$ cat src/rtl/core/lnsc_pkg.sv
// Shared types and constants for the letterbox nearest-neighbor scaler.
// No dependencies; used by every module under rtl/core.
`timescale 1ns / 1ps
`default_nettype none
package lnsc_pkg;

    localparam int DIM_W      = 13;
    localparam int COORD_W    = 12;
    localparam int IDX_W      = 16;
    localparam int PIX_W      = 32;
    localparam int ST_W       = 2;
    localparam int CFG_IDX_W  = 8;
    localparam int CFG_DATA_W = 32;
    localparam int PROD_W     = 2 * DIM_W;
    localparam int NUM_W      = COORD_W + DIM_W;
    localparam int DIV_STEPS  = DIM_W;
    localparam int QDEPTH     = 4;

    localparam int DEF_FRAME_PIXELS = 65536;
    localparam int DEF_MAX_DIM      = 4096;

    localparam logic [ST_W-1:0] ST_OK         = 2'd0;
    localparam logic [ST_W-1:0] ST_BAD_CANVAS = 2'd1;
    localparam logic [ST_W-1:0] ST_BAD_FRAME  = 2'd2;
    localparam logic [ST_W-1:0] ST_BAD_INDEX  = 2'd3;

    localparam logic [CFG_IDX_W-1:0] REG_CANVAS_W = 8'd0;
    localparam logic [CFG_IDX_W-1:0] REG_CANVAS_H = 8'd1;
    localparam logic [CFG_IDX_W-1:0] REG_FRAME_W  = 8'd2;
    localparam logic [CFG_IDX_W-1:0] REG_FRAME_H  = 8'd3;

    localparam logic [PIX_W-1:0] BG_PIXEL = 32'hFF00_0000;

    // what the back end does with an item
    typedef enum logic [1:0] {
        KIND_WRITE,
        KIND_READ,
        KIND_BG,
        KIND_NONE
    } kind_t;

    typedef struct packed {
        kind_t              kind;
        logic [ST_W-1:0]    status;
        logic [IDX_W-1:0]   idx;
        logic [PIX_W-1:0]   value;
        logic [COORD_W-1:0] dy;
        logic [COORD_W-1:0] dx;
    } item_t;

    typedef struct packed {
        logic [DIM_W-1:0] fw;
        logic [DIM_W-1:0] fh;
        logic [DIM_W-1:0] tw;
        logic [DIM_W-1:0] th;
    } geom_t;

endpackage
`default_nettype wire

$ cat src/rtl/core/lnsc_fifo.sv
// Short item queue between the front and back ends.
// Depends on lnsc_pkg.
`timescale 1ns / 1ps
`default_nettype none
module lnsc_fifo #(
    parameter int DEPTH = lnsc_pkg::QDEPTH
) (
    input  wire logic            aclk,
    input  wire logic            aresetn,
    input  wire logic            push,
    input  wire lnsc_pkg::item_t din,
    output logic                 full,
    input  wire logic            pop,
    output logic                 valid,
    output lnsc_pkg::item_t      dout
);
    localparam int AW = (DEPTH > 1) ? $clog2(DEPTH) : 1;

    lnsc_pkg::item_t mem_reg [0:DEPTH-1];
    logic [AW-1:0]   wp_reg, rp_reg;
    logic [AW:0]     cnt_reg;

    function automatic logic [AW-1:0] incr(input logic [AW-1:0] p);
        return (32'(p) == DEPTH - 1) ? '0 : AW'(p + 1'b1);
    endfunction

    assign full  = cnt_reg == (AW+1)'(DEPTH);
    assign valid = cnt_reg != '0;
    assign dout  = mem_reg[rp_reg];

    always_ff @(posedge aclk) begin
        if (push) begin
            mem_reg[wp_reg] <= din;
        end
    end

    always_ff @(posedge aclk) begin
        if (!aresetn) begin
            wp_reg  <= '0;
            rp_reg  <= '0;
            cnt_reg <= '0;
        end else begin
            if (push) begin
                wp_reg <= incr(wp_reg);
            end
            if (pop) begin
                rp_reg <= incr(rp_reg);
            end
            if (push && !pop) begin
                cnt_reg <= cnt_reg + 1'b1;
            end else if (pop && !push) begin
                cnt_reg <= cnt_reg - 1'b1;
            end
        end
    end
endmodule
`default_nettype wire

$ cat config.mk
export PLATFORM = sky130hd
export DESIGN_NAME = lnsc_fifo
export DESIGN_NICKNAME = d
export VERILOG_FILES = /design/src/rtl/core/lnsc_pkg.sv /design/src/rtl/core/lnsc_fifo.sv
export SDC_FILE = /design/constraint.sdc
export NUM_CORES = 1
export LEC_CHECK = 0
export ABC_AREA = 1
export BUFFER_PORTS_ARGS = -buffer_cell sky130_fd_sc_hd__buf_2
export CORE_MARGIN = 2
export CORE_UTILIZATION = 55
export DETAILED_ROUTE_END_ITERATION = 8
export PLACE_DENSITY = 0.77
export SETUP_SLACK_MARGIN = 0.1
export SLEW_MARGIN = 0
export SYNTH_ARGS = -nofsm -noshare
export SYNTH_HDL_FRONTEND = slang
export SYNTH_SLANG_ARGS = --single-unit
$ cat constraint.sdc
create_clock -name aclk -period 3.35 [get_ports aclk]
set_input_delay 0.67 -clock aclk [delete_from_list [all_inputs] [get_ports aclk]]
set_output_delay 0.67 -clock aclk [all_outputs]
set_load 0.1 [all_outputs]
==> metrics.sh <==
FIRST_GLOBAL_VIAS=7028
YOSYS_WARNINGS=0
FINAL_NET_COUNT=1040
CLKSLEWWORSTSETUPHOLDPATHS_PS=60
DETAILEDROUTE.FIRSTPASSITERATIONCOUNT=4
CORE_UM2=21090
FINAL_ROUTED_DRC_VIOLATION_TOTAL=0
PLACE.DETAILED.HPWL_MM=13.73
NET_COUNT_OF_THE_MAPPED_NETLIST=882
TRITONCTS.NUM_BUFFERS=31
POWER_FRAC_SEQ=0.453
SYNTHTOLAYOUTAREAGROWTH_PCT=23.00
VIASPERCELL=5.569
CHIPWIDTH_UM=150.8
POWER.DENSITY_CELL_AREA_nW_PER_UM2=685.7
WORST_CLOCK_SKEW_PS=11.13
FIN_AREA_UM2=14580
DRC_MARKER_COUNT_FROM_THE_FIRST_DETAILED_ROUTE_ITERATION=478
P_INT_mW=7.033
POST-SYNTH-TOP-AREA-CELL='edfxtp_1'
IR_DROP_mV=0.5203
ACHIEVABLE-FREQUENCY_GHz=0.3277
WORST-ENDPOINT-ARRIVAL_PS=2380
POWER.SWITCHING_FRACTION=0.2966
WORST-PATH-MAX-FANOUT=152
MEAN_CELL_AREA_OF_THE_MAPPED_NETLIST_UM2=14.91
DIE-AREA_UM2=22740
NUM_VIAS=6983
TIMING.MAX_CAP.VIOLATIONS=0
GLOBAL_ROUTE_WIRE_LENGTH_BEFORE_REPAIR_MM=36.54
REPORT.FINAL.SLEW_VIOL_COUNT=0
NUMBER_OF_PLACEMENT_ROWS=53
MAX-SLEW-MARGIN-REL=0.5915
LAYOUT-DRIVE-GT1-SHARE=0.2528
MOST_COMMON_CELL_AFTER_LAYOUT_FILL_AND_TAPS_ASIDE='edfxtp_1'
LAYOUT_WORST_PATH_CYCLE_SHARE=0.9110
TIMING.RR.END='mem_reg[3][19]'
CELL_TYPES_WITH_THE_LARGEST_AREA_SHARE_AFTER_SYNTHESIS='edfxtp_1, o21ai_0, nor2_1'
INITIAL_ANTENNA_VIOLATION_COUNT=4
HOLD_PATH_START='din[23]'
CLOCK_LATENCY_PS=540
WL_PER_CELL_UM=18.93
CRIT_REQUIRED_PS=2680
PLACED_CELL_AREA_UM2=13580
CTS.REPAIR_TIMING.SETUP_BUFFER_COUNT=0
TIMING_WORST_SLEW_PIN_VALUE_PS=612.7
END_KIND='output port'
DRT.ANTENNA.VIOLATING_NETS=0
RUN_STATUS='complete, no violations'
H-TREE-DEPTH=1
R2R_SLACK_PS=1530
YOSYS.AREA.TOP_TYPE_SHARE=0.7701
LARGEST_REG_FLOPS=304
SYNTH.FF_LATCH_COUNT=313
HOLD_BUFFERS_POST_CTS=0
FLOORPLAN.IO_PINS=158
R2R_PATH_START='wp_reg[0]'
MIN_DELAY_WORST_ENDPOINT='mem_reg[3][23]'
FINAL.HOLD.WORST_SLACK_PS=349.4
FINAL-SETUP-VIOL-COUNT=0
SEQ_AREA_FRAC_SYNTH=0.7853
TIMING.CRITICAL_PATH.SLOWEST_STAGE_CELL='buf_12'
CRITPATHKIND='reg -> out'
FINALHOLDVIOLCOUNT=0
TIMING.REG2REG.WORST_PATH_DEPTH=4
LONGEST_CLK_PATH_BUFS=3
CTS_SINKS=313
GR-USAGE-ALL-LAYERS=0.2091
GR_OVERFLOW_TOTAL=0
NUMPORTBUFFERS=157
TIMING.SETUP.TNS_PS=0
GP_CONGESTION=0.7527
HOLD-PATH-CELL-COUNT=1
TOTALWIRELENGTH_MM=23.74
FIN_CRIT_PS=3052
CLOCK_TREE_ROOT='clkbuf_16'
TRITONCTS='built'
POWER.NET_SWITCHING_mW=2.965
YOSYSUNIQUECELLTYPES=27
CRIT_PATH_CELL_TRACE='buf_12, o21ai_0, o22ai_1, buf_2'
LAYOUT_COMMON_CELLS='edfxtp_1, o21ai_0, nor2_1, buf_2, o22ai_1'
CELL_AREA_AFTER_SYNTHESIS_UM2=11850
POST_SYNTHESIS_CELLS=795
TIMING.CRITICAL_PATH.SLOWEST_CELL_DELAY_PS=480
INITIAL_UTILIZATION=0.5621
P_COMB_FRAC=0.214
HOLD_CLASS='in -> reg'
POWER_mW=9.998
START_KIND='register'
TOTAL_LEAKAGE_POWER_nW=5.154
FP.DIEH_UM=150.8
RSZ0062_AT_GRT='no'
POST_CTS_RESIZE_COUNT=0
POWER_FRAC_CLOCK=0.333
GRT_START_MAX_NET_PINS=153
[logic make-up after synthesis]
group,synth area share
flip-flops,0.7853
AO/OA/AOI/OAI,0.1095
AND/OR/NAND/NOR,0.05943
buffers and inverters,0.03705
adder cells (fa/ha/maj),0.008022
XOR/XNOR,0.0007390
[worst max path at each step]
| stage | endpoint | cells past startpoint | slack, ps | startpoint |
|---|---|---|---|---|
| after floorplan | full | 1 | 260 | cnt_reg[0] |
| after global placement | dout[4] | 4 | 790 | register |
| after detailed placement | dout[69] | 4 | 750 | register |
| after CTS | dout[68] | 4 | 160 | register |
| after global routing | dout[32] | 4 | 150 | register |
| final | dout[41] | 4 | 300 | register |
[per-stage QoR]
stage	cells	setup WS, ps	utilization
global placement	1195	788.5	0.6440
CTS	1252	162.6	0.6911
finish	1254	298.2	0.6914
global route	1253	154.0	0.6913
floorplan	795	261.7	-
detailed placement	1195	752.3	0.6440
[power groups by stage]
stage               logic, mW  clock network [mW]  registers, mW
global placement         2.13                   0           4.60
floorplan                1.48                   0           4.60
global route             2.23                3.54           4.54
finish                   2.14                3.33           4.53
detailed placement       2.15                   0           4.61
CTS                      2.15                3.40           4.53
[layer usage]
metal  GRT usage  wire [um]  vias up
met1      0.2732       9475     3362
li1            -          -     3312
met2      0.3577      11870      263
met3     0.05241       1967       40
met4     0.04813        387        6
met5           0         38        -
[synth_stat cells]
library cell  instances
edfxtp_1            304
o21ai_0             151
nor2_1              145
o22ai_1              71
nor2_2               16
inv_1                14
clkbuf_1             13
buf_2                 9
dfxtp_1               9
nand2_1               9
buf_8                 7
clkbuf_2              7
buf_4                 6
ha_1                  6
o22ai_2               5
buf_6                 4
o21ai_1               4
a21oi_1               3
nor3_1                3
buf_12                2
clkbuf_4              1
fa_1                  1
inv_2                 1
inv_8                 1
nand3_1               1
nand4_1               1
xor2_1                1
[area by class of cell]
cell class              count  area (um2)
multi-input cells         417        2106
repair buffers            174        1744
fillers                  1381        6507
flip-flops and latches    313        9316
well taps                 275       344.1
clock inverters            20       193.9
diodes                      2       5.005
clock buffers              37       798.3
inverters                  16       72.57
[worst max-delay path: cells and delay by family (launching register included)]
kind | cells | cell delay [ps]
AO/OA/AOI/OAI | 2 | 450
flip-flops | 1 | 390
buffers and inverters | 2 | 930
No activity file was read; power rests on OpenSTA's default activity.
