==> src/rtl/core/lnsc_pkg.sv <==
// Shared types and constants for the letterbox nearest-neighbor scaler.
// No dependencies; used by every module under rtl/core.
`timescale 1ns / 1ps
`default_nettype none
package lnsc_pkg;

    localparam int DIM_W      = 13;
    localparam int COORD_W    = 12;
    localparam int IDX_W      = 16;
    localparam int PIX_W      = 32;
    localparam int ST_W       = 2;
    localparam int CFG_IDX_W  = 8;
    localparam int CFG_DATA_W = 32;
    localparam int PROD_W     = 2 * DIM_W;
    localparam int NUM_W      = COORD_W + DIM_W;
    localparam int DIV_STEPS  = DIM_W;
    localparam int QDEPTH     = 4;

    localparam int DEF_FRAME_PIXELS = 65536;
    localparam int DEF_MAX_DIM      = 4096;

    localparam logic [ST_W-1:0] ST_OK         = 2'd0;
    localparam logic [ST_W-1:0] ST_BAD_CANVAS = 2'd1;
    localparam logic [ST_W-1:0] ST_BAD_FRAME  = 2'd2;
    localparam logic [ST_W-1:0] ST_BAD_INDEX  = 2'd3;

    localparam logic [CFG_IDX_W-1:0] REG_CANVAS_W = 8'd0;
    localparam logic [CFG_IDX_W-1:0] REG_CANVAS_H = 8'd1;
    localparam logic [CFG_IDX_W-1:0] REG_FRAME_W  = 8'd2;
    localparam logic [CFG_IDX_W-1:0] REG_FRAME_H  = 8'd3;

    localparam logic [PIX_W-1:0] BG_PIXEL = 32'hFF00_0000;

    // what the back end does with an item
    typedef enum logic [1:0] {
        KIND_WRITE,
        KIND_READ,
        KIND_BG,
        KIND_NONE
    } kind_t;

    typedef struct packed {
        kind_t              kind;
        logic [ST_W-1:0]    status;
        logic [IDX_W-1:0]   idx;
        logic [PIX_W-1:0]   value;
        logic [COORD_W-1:0] dy;
        logic [COORD_W-1:0] dx;
    } item_t;

    typedef struct packed {
        logic [DIM_W-1:0] fw;
        logic [DIM_W-1:0] fh;
        logic [DIM_W-1:0] tw;
        logic [DIM_W-1:0] th;
    } geom_t;

endpackage
`default_nettype wire

==> src/rtl/core/lnsc_front.sv <==
// Front end: configuration registers, target rectangle fit, item classification.
// Depends on lnsc_pkg.
`timescale 1ns / 1ps
`default_nettype none
module lnsc_front #(
    parameter int FRAME_PIXELS = lnsc_pkg::DEF_FRAME_PIXELS,
    parameter int MAX_DIM      = lnsc_pkg::DEF_MAX_DIM
) (
    input  wire logic                             aclk,
    input  wire logic                             aresetn,
    input  wire logic                             cfg_valid,
    input  wire logic [lnsc_pkg::CFG_IDX_W-1:0]   cfg_index,
    input  wire logic [lnsc_pkg::CFG_DATA_W-1:0]  cfg_data,
    input  wire logic                             s_valid,
    output logic                                  s_ready,
    input  wire logic                             s_cmd,
    input  wire logic [lnsc_pkg::IDX_W-1:0]       s_pixel_index,
    input  wire logic [lnsc_pkg::PIX_W-1:0]       s_pixel_value,
    input  wire logic [lnsc_pkg::COORD_W-1:0]     s_canvas_x,
    input  wire logic [lnsc_pkg::COORD_W-1:0]     s_canvas_y,
    input  wire logic                             q_full,
    output logic                                  push,
    output lnsc_pkg::item_t                       item,
    output lnsc_pkg::geom_t                       geom
);
    localparam int DW = lnsc_pkg::DIM_W;
    localparam int CW = lnsc_pkg::COORD_W;
    localparam int PW = lnsc_pkg::PROD_W;

    typedef enum logic [1:0] {G_IDLE, G_MUL, G_DIV, G_FIN} gstate_t;

    gstate_t       state_reg;
    logic [DW-1:0] cw_reg, ch_reg, fw_reg, fh_reg;
    logic [PW-1:0] fwch_reg, cwfh_reg, area_reg;
    logic          wide_reg, cok_reg, fok_reg;
    logic [DW-1:0] rem_reg, q_reg;
    logic [4:0]    cnt_reg;
    logic [DW-1:0] tw_reg, th_reg;
    logic [CW-1:0] ox_reg, oy_reg;

    logic [PW-1:0] fwch_next, cwfh_next, area_next;
    logic          cok_next, fok_next;
    logic [PW-1:0] num;
    logic [DW-1:0] dsor, qq, tw_next, th_next, rem_next;
    logic [DW:0]   ext;
    logic          ge;

    always_comb begin
        fwch_next = PW'(fw_reg) * PW'(ch_reg);
        cwfh_next = PW'(cw_reg) * PW'(fh_reg);
        area_next = PW'(fw_reg) * PW'(fh_reg);
        cok_next  = cw_reg != '0 && ch_reg != '0 &&
                    32'(cw_reg) <= 32'(MAX_DIM) && 32'(ch_reg) <= 32'(MAX_DIM);
        fok_next  = fw_reg != '0 && fh_reg != '0 && 32'(area_next) <= 32'(FRAME_PIXELS);
        // one restoring step of the fit division per cycle
        num       = wide_reg ? cwfh_reg : fwch_reg;
        dsor      = wide_reg ? fw_reg : fh_reg;
        ext       = {rem_reg, num[cnt_reg]};
        ge        = ext >= {1'b0, dsor};
        rem_next  = ge ? DW'(ext - {1'b0, dsor}) : ext[DW-1:0];
        qq        = (q_reg == '0) ? DW'(1) : q_reg;
        tw_next   = wide_reg ? cw_reg : qq;
        th_next   = wide_reg ? qq : ch_reg;
    end

    always_ff @(posedge aclk) begin
        if (!aresetn) begin
            state_reg <= G_MUL;
            cw_reg    <= DW'(1);
            ch_reg    <= DW'(1);
            fw_reg    <= DW'(1);
            fh_reg    <= DW'(1);
            cok_reg   <= 1'b0;
            fok_reg   <= 1'b0;
        end else begin
            unique case (state_reg)
                G_IDLE: ;
                G_MUL: begin
                    fwch_reg  <= fwch_next;
                    cwfh_reg  <= cwfh_next;
                    area_reg  <= area_next;
                    wide_reg  <= fwch_next >= cwfh_next;
                    cok_reg   <= cok_next;
                    fok_reg   <= fok_next;
                    rem_reg   <= '0;
                    q_reg     <= '0;
                    cnt_reg   <= 5'(PW - 1);
                    state_reg <= G_DIV;
                end
                G_DIV: begin
                    rem_reg <= rem_next;
                    q_reg   <= {q_reg[DW-2:0], ge};
                    cnt_reg <= cnt_reg - 5'd1;
                    if (cnt_reg == '0) begin
                        state_reg <= G_FIN;
                    end
                end
                G_FIN: begin
                    tw_reg    <= tw_next;
                    th_reg    <= th_next;
                    ox_reg    <= CW'((cw_reg - tw_next) >> 1);
                    oy_reg    <= CW'((ch_reg - th_next) >> 1);
                    state_reg <= G_IDLE;
                end
                default: state_reg <= G_MUL;
            endcase
            if (cfg_valid) begin
                unique case (cfg_index)
                    lnsc_pkg::REG_CANVAS_W: cw_reg <= cfg_data[DW-1:0];
                    lnsc_pkg::REG_CANVAS_H: ch_reg <= cfg_data[DW-1:0];
                    lnsc_pkg::REG_FRAME_W:  fw_reg <= cfg_data[DW-1:0];
                    lnsc_pkg::REG_FRAME_H:  fh_reg <= cfg_data[DW-1:0];
                    default: ;
                endcase
                state_reg <= G_MUL;
            end
        end
    end

    assign s_ready = (state_reg == G_IDLE) && !q_full;
    assign push    = s_valid && s_ready;
    assign geom    = '{fw: fw_reg, fh: fh_reg, tw: tw_reg, th: th_reg};

    logic [CW+1:0] xend, yend;
    logic          out_canvas, out_rect;

    always_comb begin
        xend       = (CW+2)'(ox_reg) + (CW+2)'(tw_reg);
        yend       = (CW+2)'(oy_reg) + (CW+2)'(th_reg);
        out_canvas = {1'b0, s_canvas_x} >= cw_reg || {1'b0, s_canvas_y} >= ch_reg;
        out_rect   = s_canvas_x < ox_reg || (CW+2)'(s_canvas_x) >= xend ||
                     s_canvas_y < oy_reg || (CW+2)'(s_canvas_y) >= yend;
        item.idx    = s_pixel_index;
        item.value  = s_pixel_value;
        item.dx     = s_canvas_x - ox_reg;
        item.dy     = s_canvas_y - oy_reg;
        item.status = lnsc_pkg::ST_OK;
        item.kind   = lnsc_pkg::KIND_NONE;
        if (!s_cmd) begin
            if (!fok_reg) begin
                item.status = lnsc_pkg::ST_BAD_FRAME;
            end else if (PW'(s_pixel_index) >= area_reg ||
                         32'(s_pixel_index) >= 32'(FRAME_PIXELS)) begin
                item.status = lnsc_pkg::ST_BAD_INDEX;
            end else begin
                item.kind = lnsc_pkg::KIND_WRITE;
            end
        end else begin
            if (!cok_reg) begin
                item.status = lnsc_pkg::ST_BAD_CANVAS;
            end else if (!fok_reg) begin
                item.status = lnsc_pkg::ST_BAD_FRAME;
            end else if (out_canvas || out_rect) begin
                item.kind = lnsc_pkg::KIND_BG;
            end else begin
                item.kind = lnsc_pkg::KIND_READ;
            end
        end
    end
endmodule
`default_nettype wire

==> config.mk <==
export PLATFORM = sky130hd
export DESIGN_NAME = lnsc_front
export DESIGN_NICKNAME = d
export VERILOG_FILES = /design/src/rtl/core/lnsc_pkg.sv /design/src/rtl/core/lnsc_front.sv
export SDC_FILE = /design/constraint.sdc
export NUM_CORES = 2
export LEC_CHECK = 0
export ABC_CLOCK_PERIOD_IN_PS = 9600
export BUFFER_PORTS_ARGS = -buffer_cell sky130_fd_sc_hd__buf_4
export CAP_MARGIN = 25
export CELL_PAD_IN_SITES_DETAIL_PLACEMENT = 1
export CELL_PAD_IN_SITES_GLOBAL_PLACEMENT = 2
export CORE_MARGIN = 3
export CORE_UTILIZATION = 40
export DETAILED_ROUTE_END_ITERATION = 10
export GPL_TIMING_DRIVEN = 1
export PLACE_DENSITY_LB_ADDON = 0.3
export REMOVE_ABC_BUFFERS = 1
export SLEW_MARGIN = 5
export SYNTH_ARGS = -nofsm -noshare
export SYNTH_HDL_FRONTEND = slang
export SYNTH_SLANG_ARGS = --single-unit
==> constraint.sdc <==
create_clock -name aclk -period 9.6 [get_ports aclk]
set_clock_uncertainty 0.2 [all_clocks]
set_input_delay 0.48 -clock aclk [delete_from_list [all_inputs] [get_ports aclk]]
set_output_delay 0.48 -clock aclk [all_outputs]
set_load 0.02 [all_outputs]
==> metrics.txt <==
area of the mapped netlist 0.0314 mm²; fin crit period 7.76 ns; unrepaired setup endpoints after global routing false; placed inst area 0.0334 mm²; pwr dens 73.2 mW/mm²; final setup fails 0; post-synth top area cell fa_1; leakage power around 17 nW; Max Cap Viol 0; vias in the first global route between 20000 and 30000; post-synth top area share 23.6%; CTS buffer count 27; Clock Path Buffers 3; Comb power frac about 17%; period utilisation layout 80.9%; post-synthesis async set-or-reset flop share 0%; drt pass-1 iters 5; Unique masters post-synth around 80; Rows just over 100; design area ~0.034 mm²; Critical Path Most Common Cell fa_1; share of cells above drive strength 1 8.82%; WL/cell ~20 µm; Slowest-stage cell, CP dfxtp_1; Root Buffer clkbuf_16; Top delay family on crit path adder cells; buffers added on ports 164; Post-Route WL 90.1 mm; initial DRC count between 1000 and 1500; CTS tree yes; outcome completed; CP Max Fanout 16; Clock Latency Late Sink between 0.5 and 0.6 ns; CTS H-Tree Depth 1; CTS resizes 0; ys flop type edfxtp_1; worst vdd ir roughly 0.13 mV; Antenna Nets Post-Route 0; maximum clock frequency between 100 and 150 MHz; measured slew at the worst slew-check pin 1.05 ns; CP max stage delay between 0.9 and 1 ns; clock network power share 40.9%; Post-synth EDFFs 160; final-report hold violation count 0; Crit path arrival time between 7 and 8 ns; Die Y around 290 µm; WP data required 9.71 ns; TNS Setup 0 ns; clk slew on worst S/H paths 0.06 ns; Die X about 290 µm; largest net degree at the start of global routing ~70; core area 0.0776 mm²; Pint roughly 1.8 mW; worst hold path type in -> reg; FF+latch count, synth 216; Flop pwr share a little over two fifths; # clock sinks around 220; max-slew violations 0; fillers 9052; sw frac 28.3%; Cells after Synth ~3400; die area 0.0819 mm²; crit start category register; Initial Util 40.5%; DRC Markers 0; register area share after synthesis a little under a fifth; Total GRT Usage between 20 and 25%; GRT Residual Overflow 0; Critical Path End Type register; Synth Warn # 0; Sw Pwr around 0.71 mW; GP Congestion ~0.85; final net count approximately 4400; worst path buffer plus inverter count 3; routed vias around 24000; mean number of vias per cell 5.26; syn_area_per_cell approximately 9.2 µm²; area grow syn2layout 9.34%; Area contributors post-synth fa_1 24%, ha_1 16%, edfxtp_1 15%, inv_1 7.7%, and2_1 5.4%; global-route wire length before repair between 100 and 150 mm; initial antenna violation count 2; DP HPWL approximately 72 mm; Setup Crit Path Kind reg -> reg; IO Count around 250; Max-slew headroom between 20 and 30%
-- cells by family after synthesis --
logic type      synth area share, %
compound gates                 8.84
xor+xnor                       3.49
fa+ha+maj                      39.3
buf+inv                        10.5
flops                          18.9
mux                            3.54
simple gates                   15.5
-- final cells by class --
type	instances	area [µm²]	share of cell area [%]
clock buffer	31	701	2.04
timing repair buffer	214	1630	4.75
inverter	642	2410	7.02
clock inverter	19	170	0.496
sequential	216	5930	17.3
tap	1040	1300	3.79
antenna	1	2.50	0.00729
multi-input combinational	2383	22200	64.6
-- layout by cell type, fill, tap and decap left out, drive strengths merged, types with 5 or more instances in the layout --
cell	netlist	layout
a311oi	6	6
o41ai	7	7
ha	393	393
mux2i	66	66
buf	56	210
o21a	28	28
nand3	46	46
fa	370	370
clkinv	0	12
nor4	23	23
o31a	5	5
nor2	159	159
a21boi	16	16
or3	15	15
a31oi	5	5
edfxtp	160	160
o31ai	10	10
o21bai	19	19
a2111oi	6	6
a21o	59	59
nor3	37	37
and3	12	12
nand3b	5	5
a21oi	103	103
dfxtp	56	56
a211oi	17	17
xnor2	86	86
o21ai	94	94
clkbuf	130	31
inv	642	646
o211ai	14	14
mux2	16	16
nand4	14	14
and2	270	270
nor2b	27	27
nand2	333	333
nand2b	23	23
mux4	12	12
xor2	39	39
-- layer usage --
layer	track usage, %	routed length [µm]	share of wire [%]	vias up
li1	-	-	-	11100
met1	28.9	39600	44	12400
met2	40.2	44700	50	394
met3	2.67	3460	3.8	99
met4	5.21	2310	2.6	2
met5	0.476	42	0.047	-
-- path summary, 6_finish.rpt --
path / slack, ns / end / from / cells after the start
max: 1.84 / wide_reg / cw_reg[10] / 25
min: 0.04 / fh_reg[1] / cfg_data[1] / 3
max reg2reg: 1.84 / wide_reg / cw_reg[10] / 25
min reg2reg: 0.34 / cok_reg / cok_reg / 2
-- synthesized netlist by cell type, types with 16 or more instances --
| cell type | count |
|---|---|
| buf_4 | 48 |
| nand2_1 | 333 |
| ha_1 | 393 |
| edfxtp_1 | 160 |
| xor2_1 | 39 |
| and2_1 | 270 |
| clkbuf_1 | 130 |
| o21bai_1 | 19 |
| dfxtp_1 | 56 |
| nand2b_1 | 23 |
| a21oi_1 | 100 |
| inv_1 | 641 |
| nor3_1 | 37 |
| xnor2_1 | 86 |
| o21a_1 | 28 |
| nor4_1 | 22 |
| a21o_1 | 59 |
| o21ai_0 | 91 |
| mux2i_1 | 66 |
| nand3_1 | 46 |
| nor2_1 | 159 |
| a21boi_0 | 16 |
| nor2b_1 | 27 |
| mux2_2 | 16 |
| fa_1 | 370 |
-- worst min-delay path, stage by stage --
cell	delay (ns)
buf_4	0.13
mux2i_1	0.08
nor2_1	0.07
-- power groups by stage --
stage / clock [mW] / sequential (mW) / combinational [mW]
6_report: 1.03 / 1.07 / 0.418
5_1_grt: 1.09 / 1.07 / 0.463
4_1_cts: 1.05 / 1.07 / 0.422
3_5_place_dp: 0 / 1.09 / 0.419
3_3_place_gp: 0 / 1.08 / 0.401
2_1_floorplan: 0 / 1.08 / 0.250
-- metrics by stage --
| step | instances | worst slack [ns] | hold slack (ns) | utilization, % | total power [mW] |
|---|---|---|---|---|---|
| floorplan | 3241 | 2.75 | 0.278 | - | 1.33 |
| global placement | 4490 | 2.05 | 0.319 | 43.0 | 1.48 |
| detailed placement | 4491 | 1.82 | 0.342 | 43.1 | 1.50 |
| CTS | 4545 | 1.76 | 0.00431 | 44.2 | 2.54 |
| global route | 4545 | 1.30 | 0.0384 | 44.2 | 2.62 |
| finish | 4546 | 1.84 | 0.0375 | 44.2 | 2.51 |
-- what timing repair did --
action	4_1_cts	5_1_grt
buffers inserted	0	0
hold endpoints to repair	6	0
hold buffers	4	0
(Power assumes the default switching activity.)
